===== src/rtl/tslb_pkg.sv =====
// shared types and constants for the text scrollback line buffer
// no dependencies
package tslb_pkg;

    localparam int BUFFER_LINES_DEF = 16;
    localparam int LINE_COLS_DEF    = 16;
    localparam int VIEW_LINES_DEF   = 2;

    localparam int IN_DATA_W  = 16;
    localparam int IN_USER_W  = 3;
    localparam int OUT_DATA_W = 16;

    localparam logic [7:0] CH_CR    = 8'h0D;
    localparam logic [7:0] CH_LF    = 8'h0A;
    localparam logic [7:0] CH_SPACE = 8'h20;

    typedef enum logic [2:0] {
        OP_RX     = 3'd0,
        OP_UP     = 3'd1,
        OP_DOWN   = 3'd2,
        OP_END    = 3'd3,
        OP_CLEAR  = 3'd4,
        OP_READ   = 3'd5
    } t_op;

    typedef struct packed {
        logic upd;       // word accepted, apply its operation
        logic rd_issue;  // start a cell read
        logic out_load;  // read data is back and the output register is free
    } t_cmd;

endpackage


===== src/rtl/tslb_ram.sv =====
// generic simple dual-port ram with registered read
// no dependencies
module tslb_ram #(
    parameter int WIDTH = 8,
    parameter int DEPTH = 256
) (
    input  logic                     i_clk,
    input  logic                     i_we,
    input  logic [$clog2(DEPTH)-1:0] i_waddr,
    input  logic [WIDTH-1:0]         i_wdata,
    input  logic                     i_re,
    input  logic [$clog2(DEPTH)-1:0] i_raddr,
    output logic [WIDTH-1:0]         o_rdata
);

    logic [WIDTH-1:0] r_mem [DEPTH];
    logic [WIDTH-1:0] r_rdata;

    always_ff @(posedge i_clk) begin
        if (i_we) begin
            r_mem[i_waddr] <= i_wdata;
        end
        if (i_re) begin
            r_rdata <= r_mem[i_raddr];
        end
    end

    assign o_rdata = r_rdata;

endmodule


===== src/rtl/tslb_ctrl.sv =====
// controller: handshakes and read sequencing
// depends on tslb_pkg
module tslb_ctrl (
    input  logic             i_clk,
    input  logic             i_rst_n,
    input  logic             i_s_tvalid,
    input  tslb_pkg::t_op    i_op,
    input  logic             i_m_tready,
    output logic             o_s_tready,
    output logic             o_m_tvalid,
    output tslb_pkg::t_cmd   o_cmd
);

    typedef enum logic [1:0] {
        S_IDLE = 2'b01,
        S_READ = 2'b10
    } t_state;

    t_state r_state, n_state;
    logic   r_out_valid, n_out_valid;
    logic   w_accept;
    logic   w_out_free;

    assign o_s_tready = (r_state == S_IDLE);
    assign w_accept   = i_s_tvalid && o_s_tready;
    assign w_out_free = !r_out_valid || i_m_tready;

    always_comb begin
        o_cmd.upd      = w_accept;
        o_cmd.rd_issue = w_accept && (i_op == tslb_pkg::OP_READ);
        o_cmd.out_load = (r_state == S_READ) && w_out_free;
    end

    always_comb begin
        n_state = r_state;
        case (r_state)
            S_IDLE: begin
                if (o_cmd.rd_issue) begin
                    n_state = S_READ;
                end
            end
            S_READ: begin
                if (w_out_free) begin
                    n_state = S_IDLE;
                end
            end
            default: begin
                n_state = S_IDLE;
            end
        endcase
    end

    always_comb begin
        n_out_valid = r_out_valid;
        if (o_cmd.out_load) begin
            n_out_valid = 1'b1;
        end else if (i_m_tready) begin
            n_out_valid = 1'b0;
        end
    end

    always_ff @(posedge i_clk) begin
        if (!i_rst_n) begin
            r_state     <= S_IDLE;
            r_out_valid <= 1'b0;
        end else begin
            r_state     <= n_state;
            r_out_valid <= n_out_valid;
        end
    end

    assign o_m_tvalid = r_out_valid;

endmodule


===== src/rtl/tslb_dpath.sv =====
// datapath: ring pointers, fill counts and character store
// depends on tslb_pkg and tslb_ram
module tslb_dpath #(
    parameter int BUFFER_LINES = tslb_pkg::BUFFER_LINES_DEF,
    parameter int LINE_COLS    = tslb_pkg::LINE_COLS_DEF,
    parameter int VIEW_LINES   = tslb_pkg::VIEW_LINES_DEF
) (
    input  logic                                i_clk,
    input  logic                                i_rst_n,
    input  tslb_pkg::t_cmd                      i_cmd,
    input  tslb_pkg::t_op                       i_op,
    input  logic [7:0]                          i_rx_char,
    input  logic                                i_rx_error,
    input  logic                                i_view_row,
    input  logic [3:0]                          i_view_col,
    output logic [tslb_pkg::OUT_DATA_W-1:0]     o_out_data
);

    localparam int LW     = $clog2(BUFFER_LINES);
    localparam int CW     = $clog2(LINE_COLS);
    localparam int FW     = $clog2(LINE_COLS + 1);
    localparam int UW     = $clog2(BUFFER_LINES + 1);
    localparam int CDEPTH = BUFFER_LINES << CW;

    logic [LW-1:0]           r_oldest, n_oldest;
    logic [LW-1:0]           r_newest, n_newest;
    logic [LW-1:0]           r_top, n_top;
    logic [UW-1:0]           r_used, n_used;
    logic [FW-1:0]           r_wcol, n_wcol;
    logic [BUFFER_LINES-1:0] r_valid, n_valid;

    logic                    w_char_we;
    logic                    w_fill_we;
    logic [LW-1:0]           w_wline;
    logic [CW-1:0]           w_wcol_addr;
    logic [FW-1:0]           w_fill_wdata;
    logic [LW-1:0]           w_rline;
    logic [7:0]              w_char_q;
    logic [FW-1:0]           w_fill_q;
    logic                    w_at_new;
    logic                    w_at_old;
    logic                    w_inrange;

    logic [3:0]              r_vcol;
    logic                    r_inrange;
    logic                    r_lvalid;
    logic                    r_at_new;
    logic                    r_at_old;
    logic [tslb_pkg::OUT_DATA_W-1:0] r_out_data;

    logic [FW-1:0]           w_fill_eff;
    logic [7:0]              w_cell;

    function automatic logic [LW-1:0] f_inc(input logic [LW-1:0] x);
        return (x == LW'(BUFFER_LINES - 1)) ? '0 : x + LW'(1);
    endfunction

    function automatic logic [LW-1:0] f_dec(input logic [LW-1:0] x);
        return (x == '0) ? LW'(BUFFER_LINES - 1) : x - LW'(1);
    endfunction

    // small step forward, k below the ring size
    function automatic logic [LW-1:0] f_add(input logic [LW-1:0] x, input logic [2:0] k);
        logic [LW:0] s;
        s = {1'b0, x} + (LW+1)'(k);
        if (s >= (LW+1)'(BUFFER_LINES)) begin
            s = s - (LW+1)'(BUFFER_LINES);
        end
        return s[LW-1:0];
    endfunction

    function automatic logic [LW-1:0] f_sub(input logic [LW-1:0] x, input logic [2:0] k);
        logic [LW:0] s;
        if ({1'b0, x} >= (LW+1)'(k)) begin
            s = {1'b0, x} - (LW+1)'(k);
        end else begin
            s = {1'b0, x} + (LW+1)'(BUFFER_LINES) - (LW+1)'(k);
        end
        return s[LW-1:0];
    endfunction

    assign w_at_new  = (r_newest == f_add(r_top, 3'(VIEW_LINES - 1)));
    assign w_at_old  = (r_oldest == r_top);
    assign w_rline   = f_add(r_top, {2'b00, i_view_row});
    assign w_inrange = (3'(i_view_row) < 3'(VIEW_LINES)) && (7'(i_view_col) < 7'(LINE_COLS));

    always_comb begin
        logic [LW-1:0] v_top;
        logic [LW-1:0] v_old;
        logic [LW-1:0] v_line;
        logic [FW-1:0] v_col;
        logic [UW-1:0] v_used;
        v_top  = r_top;
        v_old  = r_oldest;
        v_line = r_newest;
        v_col  = r_wcol;
        v_used = r_used;

        n_oldest     = r_oldest;
        n_newest     = r_newest;
        n_top        = r_top;
        n_used       = r_used;
        n_wcol       = r_wcol;
        n_valid      = r_valid;
        w_char_we    = 1'b0;
        w_fill_we    = 1'b0;
        w_wline      = r_newest;
        w_wcol_addr  = CW'(r_wcol);
        w_fill_wdata = r_wcol;

        if (i_cmd.upd) begin
            case (i_op)
                tslb_pkg::OP_RX: begin
                    if (!i_rx_error && (i_rx_char != tslb_pkg::CH_CR)) begin
                        // current line full: open the next one first
                        if (r_wcol >= FW'(LINE_COLS)) begin
                            if (r_oldest == f_inc(r_newest)) begin
                                if (r_top == r_oldest) begin
                                    v_top = f_inc(r_top);
                                end
                                v_old = f_inc(r_oldest);
                            end
                            if (r_newest == f_add(v_top, 3'(VIEW_LINES - 1))) begin
                                v_top = f_inc(v_top);
                            end
                            v_line = f_inc(r_newest);
                            n_valid[v_line] = 1'b0;
                            v_col = '0;
                            if (r_used < UW'(BUFFER_LINES)) begin
                                v_used = r_used + UW'(1);
                            end
                        end
                        if (i_rx_char == tslb_pkg::CH_LF) begin
                            v_col = FW'(LINE_COLS);
                        end else begin
                            w_char_we       = 1'b1;
                            w_fill_we       = 1'b1;
                            w_wline         = v_line;
                            w_wcol_addr     = CW'(v_col);
                            v_col           = v_col + FW'(1);
                            w_fill_wdata    = v_col;
                            n_valid[v_line] = 1'b1;
                        end
                        n_top    = v_top;
                        n_oldest = v_old;
                        n_newest = v_line;
                        n_wcol   = v_col;
                        n_used   = v_used;
                    end
                end
                tslb_pkg::OP_UP: begin
                    if (!w_at_old && (r_used > UW'(VIEW_LINES))) begin
                        n_top = f_dec(r_top);
                    end
                end
                tslb_pkg::OP_DOWN: begin
                    if (!w_at_new && (r_used > UW'(VIEW_LINES))) begin
                        n_top = f_inc(r_top);
                    end
                end
                tslb_pkg::OP_END: begin
                    n_top = f_sub(r_newest, 3'(VIEW_LINES - 1));
                end
                tslb_pkg::OP_CLEAR: begin
                    n_valid  = '0;
                    n_oldest = '0;
                    n_newest = '0;
                    n_top    = '0;
                    n_used   = UW'(1);
                    n_wcol   = '0;
                end
                default: begin
                end
            endcase
        end
    end

    always_ff @(posedge i_clk) begin
        if (!i_rst_n) begin
            r_oldest <= '0;
            r_newest <= '0;
            r_top    <= '0;
            r_used   <= UW'(1);
            r_wcol   <= '0;
            r_valid  <= '0;
        end else begin
            r_oldest <= n_oldest;
            r_newest <= n_newest;
            r_top    <= n_top;
            r_used   <= n_used;
            r_wcol   <= n_wcol;
            r_valid  <= n_valid;
        end
    end

    // read context, held while the ram answers
    always_ff @(posedge i_clk) begin
        if (i_cmd.rd_issue) begin
            r_vcol    <= i_view_col;
            r_inrange <= w_inrange;
            r_lvalid  <= r_valid[w_rline];
            r_at_new  <= w_at_new;
            r_at_old  <= w_at_old;
        end
    end

    tslb_ram #(
        .WIDTH (8),
        .DEPTH (CDEPTH)
    ) u_char_ram (
        .i_clk   (i_clk),
        .i_we    (w_char_we),
        .i_waddr ({w_wline, w_wcol_addr}),
        .i_wdata (i_rx_char),
        .i_re    (i_cmd.rd_issue),
        .i_raddr ({w_rline, CW'(i_view_col)}),
        .o_rdata (w_char_q)
    );

    tslb_ram #(
        .WIDTH (FW),
        .DEPTH (BUFFER_LINES)
    ) u_fill_ram (
        .i_clk   (i_clk),
        .i_we    (w_fill_we),
        .i_waddr (w_wline),
        .i_wdata (w_fill_wdata),
        .i_re    (i_cmd.rd_issue),
        .i_raddr (w_rline),
        .o_rdata (w_fill_q)
    );

    // a line with no valid bit has an empty fill count
    assign w_fill_eff = r_lvalid ? w_fill_q : '0;
    assign w_cell = (r_inrange && ({{FW{1'b0}}, r_vcol} < {4'b0000, w_fill_eff}))
                  ? w_char_q : tslb_pkg::CH_SPACE;

    always_ff @(posedge i_clk) begin
        if (i_cmd.out_load) begin
            r_out_data <= {6'b000000, r_at_old, r_at_new, w_cell};
        end
    end

    assign o_out_data = r_out_data;

endmodule


===== src/rtl/text_scrollback_line_buffer_core.sv =====
// text scrollback line buffer: a read-cell word is read from the character ram at the
// accepting edge, then loaded into the output register once the output is free, and the
// input is blocked until that load; every other op is accepted back to back.
// output stalls hold a read between the ram read register and the output register.
// reset: synchronous, active low; store empty at once through per-line valid bits.
// depends on tslb_pkg, tslb_ctrl, tslb_dpath
module text_scrollback_line_buffer_core #(
    parameter int BUFFER_LINES = tslb_pkg::BUFFER_LINES_DEF,
    parameter int LINE_COLS    = tslb_pkg::LINE_COLS_DEF,
    parameter int VIEW_LINES   = tslb_pkg::VIEW_LINES_DEF
) (
    input  logic                              i_clk,
    input  logic                              i_rst_n,
    input  logic                              i_s_tvalid,
    output logic                              o_s_tready,
    // rx_char[7:0], rx_error[8], view_row[9], view_col[13:10], zero above
    input  logic [tslb_pkg::IN_DATA_W-1:0]    i_s_tdata,
    // op[2:0]
    input  logic [tslb_pkg::IN_USER_W-1:0]    i_s_tuser,
    output logic                              o_m_tvalid,
    input  logic                              i_m_tready,
    // cell_char[7:0], at_newest[8], at_oldest[9], zero above
    output logic [tslb_pkg::OUT_DATA_W-1:0]   o_m_tdata
);

    tslb_pkg::t_cmd w_cmd;
    tslb_pkg::t_op  w_op;

    assign w_op = tslb_pkg::t_op'(i_s_tuser);

    tslb_ctrl u_ctrl (
        .i_clk      (i_clk),
        .i_rst_n    (i_rst_n),
        .i_s_tvalid (i_s_tvalid),
        .i_op       (w_op),
        .i_m_tready (i_m_tready),
        .o_s_tready (o_s_tready),
        .o_m_tvalid (o_m_tvalid),
        .o_cmd      (w_cmd)
    );

    tslb_dpath #(
        .BUFFER_LINES (BUFFER_LINES),
        .LINE_COLS    (LINE_COLS),
        .VIEW_LINES   (VIEW_LINES)
    ) u_dpath (
        .i_clk      (i_clk),
        .i_rst_n    (i_rst_n),
        .i_cmd      (w_cmd),
        .i_op       (w_op),
        .i_rx_char  (i_s_tdata[7:0]),
        .i_rx_error (i_s_tdata[8]),
        .i_view_row (i_s_tdata[9]),
        .i_view_col (i_s_tdata[13:10]),
        .o_out_data (o_m_tdata)
    );

endmodule


===== config.mk =====
export PLATFORM = sky130hd
export DESIGN_NAME = text_scrollback_line_buffer_core
export DESIGN_NICKNAME = d
export VERILOG_FILES = /design/src/rtl/tslb_pkg.sv /design/src/rtl/tslb_ram.sv /design/src/rtl/tslb_ctrl.sv /design/src/rtl/tslb_dpath.sv /design/src/rtl/text_scrollback_line_buffer_core.sv
export SDC_FILE = /design/constraint.sdc
export NUM_CORES = 2
export LEC_CHECK = 0
export ABC_AREA = 0
export ABC_CLOCK_PERIOD_IN_PS = 10000
export BUFFER_PORTS_ARGS = -buffer_cell sky130_fd_sc_hd__buf_2
export CORE_MARGIN = 2
export CORE_UTILIZATION = 55
export DETAILED_ROUTE_END_ITERATION = 12
export GPL_ROUTABILITY_DRIVEN = 0
export GPL_TIMING_DRIVEN = 0
export HOLD_SLACK_MARGIN = 0.03
export PLACE_DENSITY = 0.71
export REMOVE_ABC_BUFFERS = 1
export SLEW_MARGIN = 20
export SYNTH_ARGS = -nofsm -noshare
export SYNTH_HDL_FRONTEND = slang
export SYNTH_HIERARCHICAL = 1
export SYNTH_SLANG_ARGS = --single-unit

===== constraint.sdc =====
create_clock -name i_clk -period 10 [get_ports i_clk]
set_input_delay 2 -clock i_clk [delete_from_list [all_inputs] [get_ports i_clk]]
set_output_delay 2 -clock i_clk [all_outputs]
set_load 0.05 [all_outputs]

==> results <==
- The run finished with clean final reports.
- In this run the cell area of the synthesized design comes to 0.0871 mm2.
- The DRC violations left is 0.
- The number of buffers inserted by post-CTS setup repair is 0.
- The worst-path maximum fanout is 113.
- In this run, synthesis inferred 2158 flip-flops with an integrated enable.
- The core occupancy in the finished layout is 61.1%.
- After the last flow step, the layout net total stands at 4471.
- The die height is 402 um.
- From synthesis to final layout, the design area changed by 10.8%.
- The part of the power in combinational logic is 5.3%.
- Setup repair after global routing left no endpoint under its margin.
- The setup TNS is 0 ps.
- For this block, the routed nets add up to 202000 um of wire.
- The mux share of post-synthesis cell area is 14.1%.
- The part of the power in the clock network is 39.7%.
- IR analysis of the VDD net gives a maximum drop of 0.174 mV.
- The fraction of layout cells with a size suffix above 1 is 20.3%.
- The post-detailed-route count of antenna-violating nets is 0.
- Once layout is done, the placed cells without fillers occupy 0.0964 mm2.
- The clock network latency to the later pin of the worst-skew pair is 840 ps.
- The reg-to-reg setup timing slack is 3420 ps.
- Of the total synthesized cell area, the portion taken by XOR and XNOR cells is 0.316%.
- The layout has 10755 filler cells.
- The via density per instance is 6.60.
- The number of hold buffers added after CTS was 0.
- The cell type with the highest occurrence count on the critical path is buf_16.
- The aggregate global routing overflow is 0.
- The cell type of the slowest stage on the worst timing path is a21oi_1.
- The finished layout holds 6676 standard cells, fillers aside.
- Once the floorplan was initialized, standard cells occupied 55.2% of the core.
- Summing over every cut layer, the via total after detailed routing is 44060.
- The share of flip-flops with an asynchronous set or reset is 0%.
- The fraction of the mapped netlist area in compound gates is 4.31%.
- The clock tree synthesis step divided the H-tree into 4 levels.
- In this run the biggest area consumer among cell types represents 74.4% of the synthesized area.
- The final hold violation count was 0.
- On the final layout, the worst clock skew is 32.3 ps.
- The number of warning messages in the yosys log is 6.
- The max-slew violation count was 0.
- The static leakage is 29.6 nW.
- The routed wirelength normalized by instance count is 30.3 um.
- The count of state elements after synthesis is 2199.
- For this run, the total global-route usage over all layers was measured as 25.1%.
- The gate count after technology mapping is 4388.
- In this run the tightest slew margin relative to its limit is 15.1%.
- The kind of critical path is primary input to flop.
- The number of cells in the design after placement is 6297.
- At the pin with the least slew margin, the transition time is 1260 ps.
- During placement, the flow inserted port buffers numbering 32.
- Clock tree synthesis found a total of 2199 sinks.
- The wire length of the first global-routing pass is 295000 um.
- The floorplan core area is 0.158 mm2.
- The capturing point of the worst reg2reg path is u_dpath/u_char_ram/r_mem[5][7]$_DFFE_PP_.
- The tightest hold path in the finished design has a slack of 450 ps.
- In this run, distinct cell masters in the synthesized netlist total 91.
- The largest family of logic cells by synthesized area is multiplexers.
- The capture point of the worst path is u_dpath/u_char_ram/r_mem[5][7]$_DFFE_PP_.
- A synthesized cell averages 19.8 um2.
- The number of iterations in the first detailed-routing pass is 6.
- The number of top-level design ports is 41.
- For this design the ratio of total power to cell area is 191 mW/mm2.
- The register clock-pin slew on the reported worst setup and hold paths is 60 ps.
- The number of antenna violations at the first check in global routing is 4.
- The estimated wirelength of the detail-placed design is 124000 um.
- The die is 402 um wide.
- Of the available clock period, the critical path in the final layout requires 83.7%.
- Entering global routing, the biggest net connects 123 pins.
- The worst setup path is captured at a flop.
- The number of buffers on the longest clock path is 3.
- The path class of the tightest hold or removal check is flop to flop.
- Of the total synthesized cell area, the portion taken by AND, OR, NAND and NOR gates is 3.76%.
- The area share of fa/ha/maj cells after synthesis is 0.216%.
- The switching power is 3.93 mW.
- The setup-violating endpoint count in the final report is 0.
- The root buffer cell chosen for the clock tree is clkbuf_16.
- The full die area is 0.161 mm2.
- The startpoint identified for the worst register-to-register timing path is u_ctrl/r_state[1]$_SDFFE_PN0P_.
- The data required time at the worst endpoint is 10450 ps.
- The most instantiated flip-flop cell in the synthesis netlist is edfxtp_1.
- The internal power of the cells totals 14.5 mW.
- The critical path's largest stage delay is 1190 ps.
- The placement row count is 146.
- The switching power share of the total is 21.4%.
- The startpoint of the most critical setup path is i_s_tdata[7].
- Once placement finished, the instance area stood at 0.0901 mm2.
- The data arrival at the endpoint of the critical path is 8820 ps.
- The number of gates resized after cts is 0.
- The critical path goes through buf_8 -> buf_16 -> nor4_1 -> a31oi_1 -> nand3_1 -> clkinv_1 -> a21oi_1 -> nor2b_1 -> nand3_2 -> buf_16 -> nor2_1.
- The largest area contributor in the synthesized netlist is edfxtp_1.
- The worst reg-to-reg path cell count is 10.
- TritonCTS built the clock tree.
- The post-layout minimum cycle time is 8370 ps.
- The via count of the first global-routing pass is 43497.
- Across the run, the number of max-cap violations was 0.
- The violation count after the first detailed-route iteration is 5745.
- The upper clock frequency limit is 119 MHz.
- The worst setup path is launched from a primary input.
- By area the synthesized netlist is led by edfxtp_1 74%, mux4_2 12%, mux2i_1 1.6%.
- The clock buffer count from CTS is 206.
- Of the total power, registers draw 55.0%.
- The sequential cell area fraction in the yosys report is 75.4%.
## synth_stat cells, drive strengths merged, types with 4 or more instances
library cell,instances
o22a,5
a21oi,115
xor2,14
o22ai,29
o221ai,47
or2,7
nand2,95
buf,139
nor3b,4
mux4,481
a21boi,28
o211ai,14
and3b,5
inv,13
edfxtp,2158
a22o,9
clkbuf,136
nand3b,5
nand2b,16
dfxtp,41
a221oi,15
nand3,69
mux2i,136
a2111oi,6
a22oi,139
nand4,16
o21ai,60
nor3,37
nor2,325
a311oi,7
a211oi,18
ha,15
a31oi,23
o32ai,6
and3,5
xnor2,14
and2,15
and4b,4
nor4,28
nor2b,49
## flip-flops by register name (all words and copies together), names as in the netlist, 2 cells and up
register                    count
u_dpath/u_char_ram/r_mem     2048
u_dpath/u_fill_ram/r_mem       80
u_dpath/r_valid                16
u_dpath/o_out_data             10
u_dpath/u_char_ram/o_rdata      8
u_dpath/r_used                  5
u_dpath/r_wcol                  5
u_dpath/u_fill_ram/o_rdata      5
u_dpath/r_newest                4
u_dpath/r_oldest                4
u_dpath/r_top                   4
u_dpath/r_vcol                  4
u_ctrl/r_state                  2
## critical path, delay by kind of cell
| kind | cells | cell delay (ps) |
|---|---|---|
| and+or+nand+nor | 5 | 3220 |
| buffers and inverters | 4 | 1880 |
| AOI/OAI and AO/OA | 2 | 1490 |
## routing by layer
| metal | track usage (%) | up-vias | wire (um) |
|---|---|---|---|
| li1 | - | 18275 | - |
| met5 | 0.803 | - | 182 |
| met2 | 39.0 | 2242 | 96600 |
| met1 | 35.7 | 23134 | 79200 |
| met4 | 8.90 | 2 | 7470 |
| met3 | 5.11 | 407 | 18700 |
## cell families (layout without fill, tap and decap cells)
kind of cell               Yosys count  in the layout
and+or+nand+nor                    695            695
buffers and inverters              290            498
other                                1              9
adders and majority gates           15             15
DFF                               2199           2199
muxes                              620            620
xor gates and xnor gates            29             29
AOI/OAI and AO/OA                  539            539
## worst min-delay path by stage
stage	end	slack, ps	start	cells after the start
final	u_dpath/o_out_data[9]$_DFFE_PP_	450	u_dpath/r_at_old$_DFFE_PP_	0
after global routing	u_dpath/o_out_data[9]$_DFFE_PP_	460	u_dpath/r_at_old$_DFFE_PP_	0
after CTS	u_dpath/o_out_data[9]$_DFFE_PP_	450	u_dpath/r_at_old$_DFFE_PP_	0
after detailed placement	u_dpath/o_out_data[9]$_DFFE_PP_	440	u_dpath/r_at_old$_DFFE_PP_	0
after global placement	u_dpath/o_out_data[9]$_DFFE_PP_	440	u_dpath/r_at_old$_DFFE_PP_	0
after floorplan	u_dpath/o_out_data[8]$_DFFE_PP_	400	u_dpath/r_at_new$_DFFE_PP_	0
## power by group through the flow
stage,Sequential [mW],Clock (mW),Combinational [mW]
6_report,10.1,7.30,0.975
5_1_grt,10.1,7.76,1.02
4_1_cts,10.1,7.41,0.964
3_5_place_dp,10.3,0,0.962
3_3_place_gp,10.4,0,1.15
2_1_floorplan,10.3,0,0.409
## area by class of cell
class                           instances  area (um2)  share of cell area (%)
Timing Repair Buffer                  107        1920                    2.00
Tap cell                             2072        2590                    2.69
Multi-Input combinational cell       1904       20000                    20.7
Inverter                               15        57.6                  0.0597
Antenna cell                            3        7.51                 0.00779
Sequential cell                      2199       65600                    68.1
Clock buffer                          254        5410                    5.61
Clock inverter                        122         847                   0.878
## through the flow
step	power (mW)	worst slack [ps]
after CTS	18.5	1980
after detailed placement	11.3	1090
after global routing	18.9	1400
final	18.4	1630
after floorplan	10.7	4160
after global placement	11.5	-12660
## cell usage in the layout (no fill, tap or decap), drive strengths merged, types with 15 or more instances in the layout
cell	synthesis	layout
a211oi	18	18
a21boi	28	28
a21oi	115	115
a221oi	15	15
a22oi	139	139
a31oi	23	23
and2	15	15
buf	139	107
clkbuf	136	254
clkinv	2	103
dfxtp	41	41
edfxtp	2158	2158
ha	15	15
inv	13	20
mux2i	136	136
mux4	481	481
nand2	95	95
nand2b	16	16
nand3	69	69
nand4	16	16
nor2	325	325
nor2b	49	49
nor3	37	37
nor4	28	28
o21ai	60	60
o221ai	47	47
o22ai	29	29
Power figures use the tool's default switching activity.
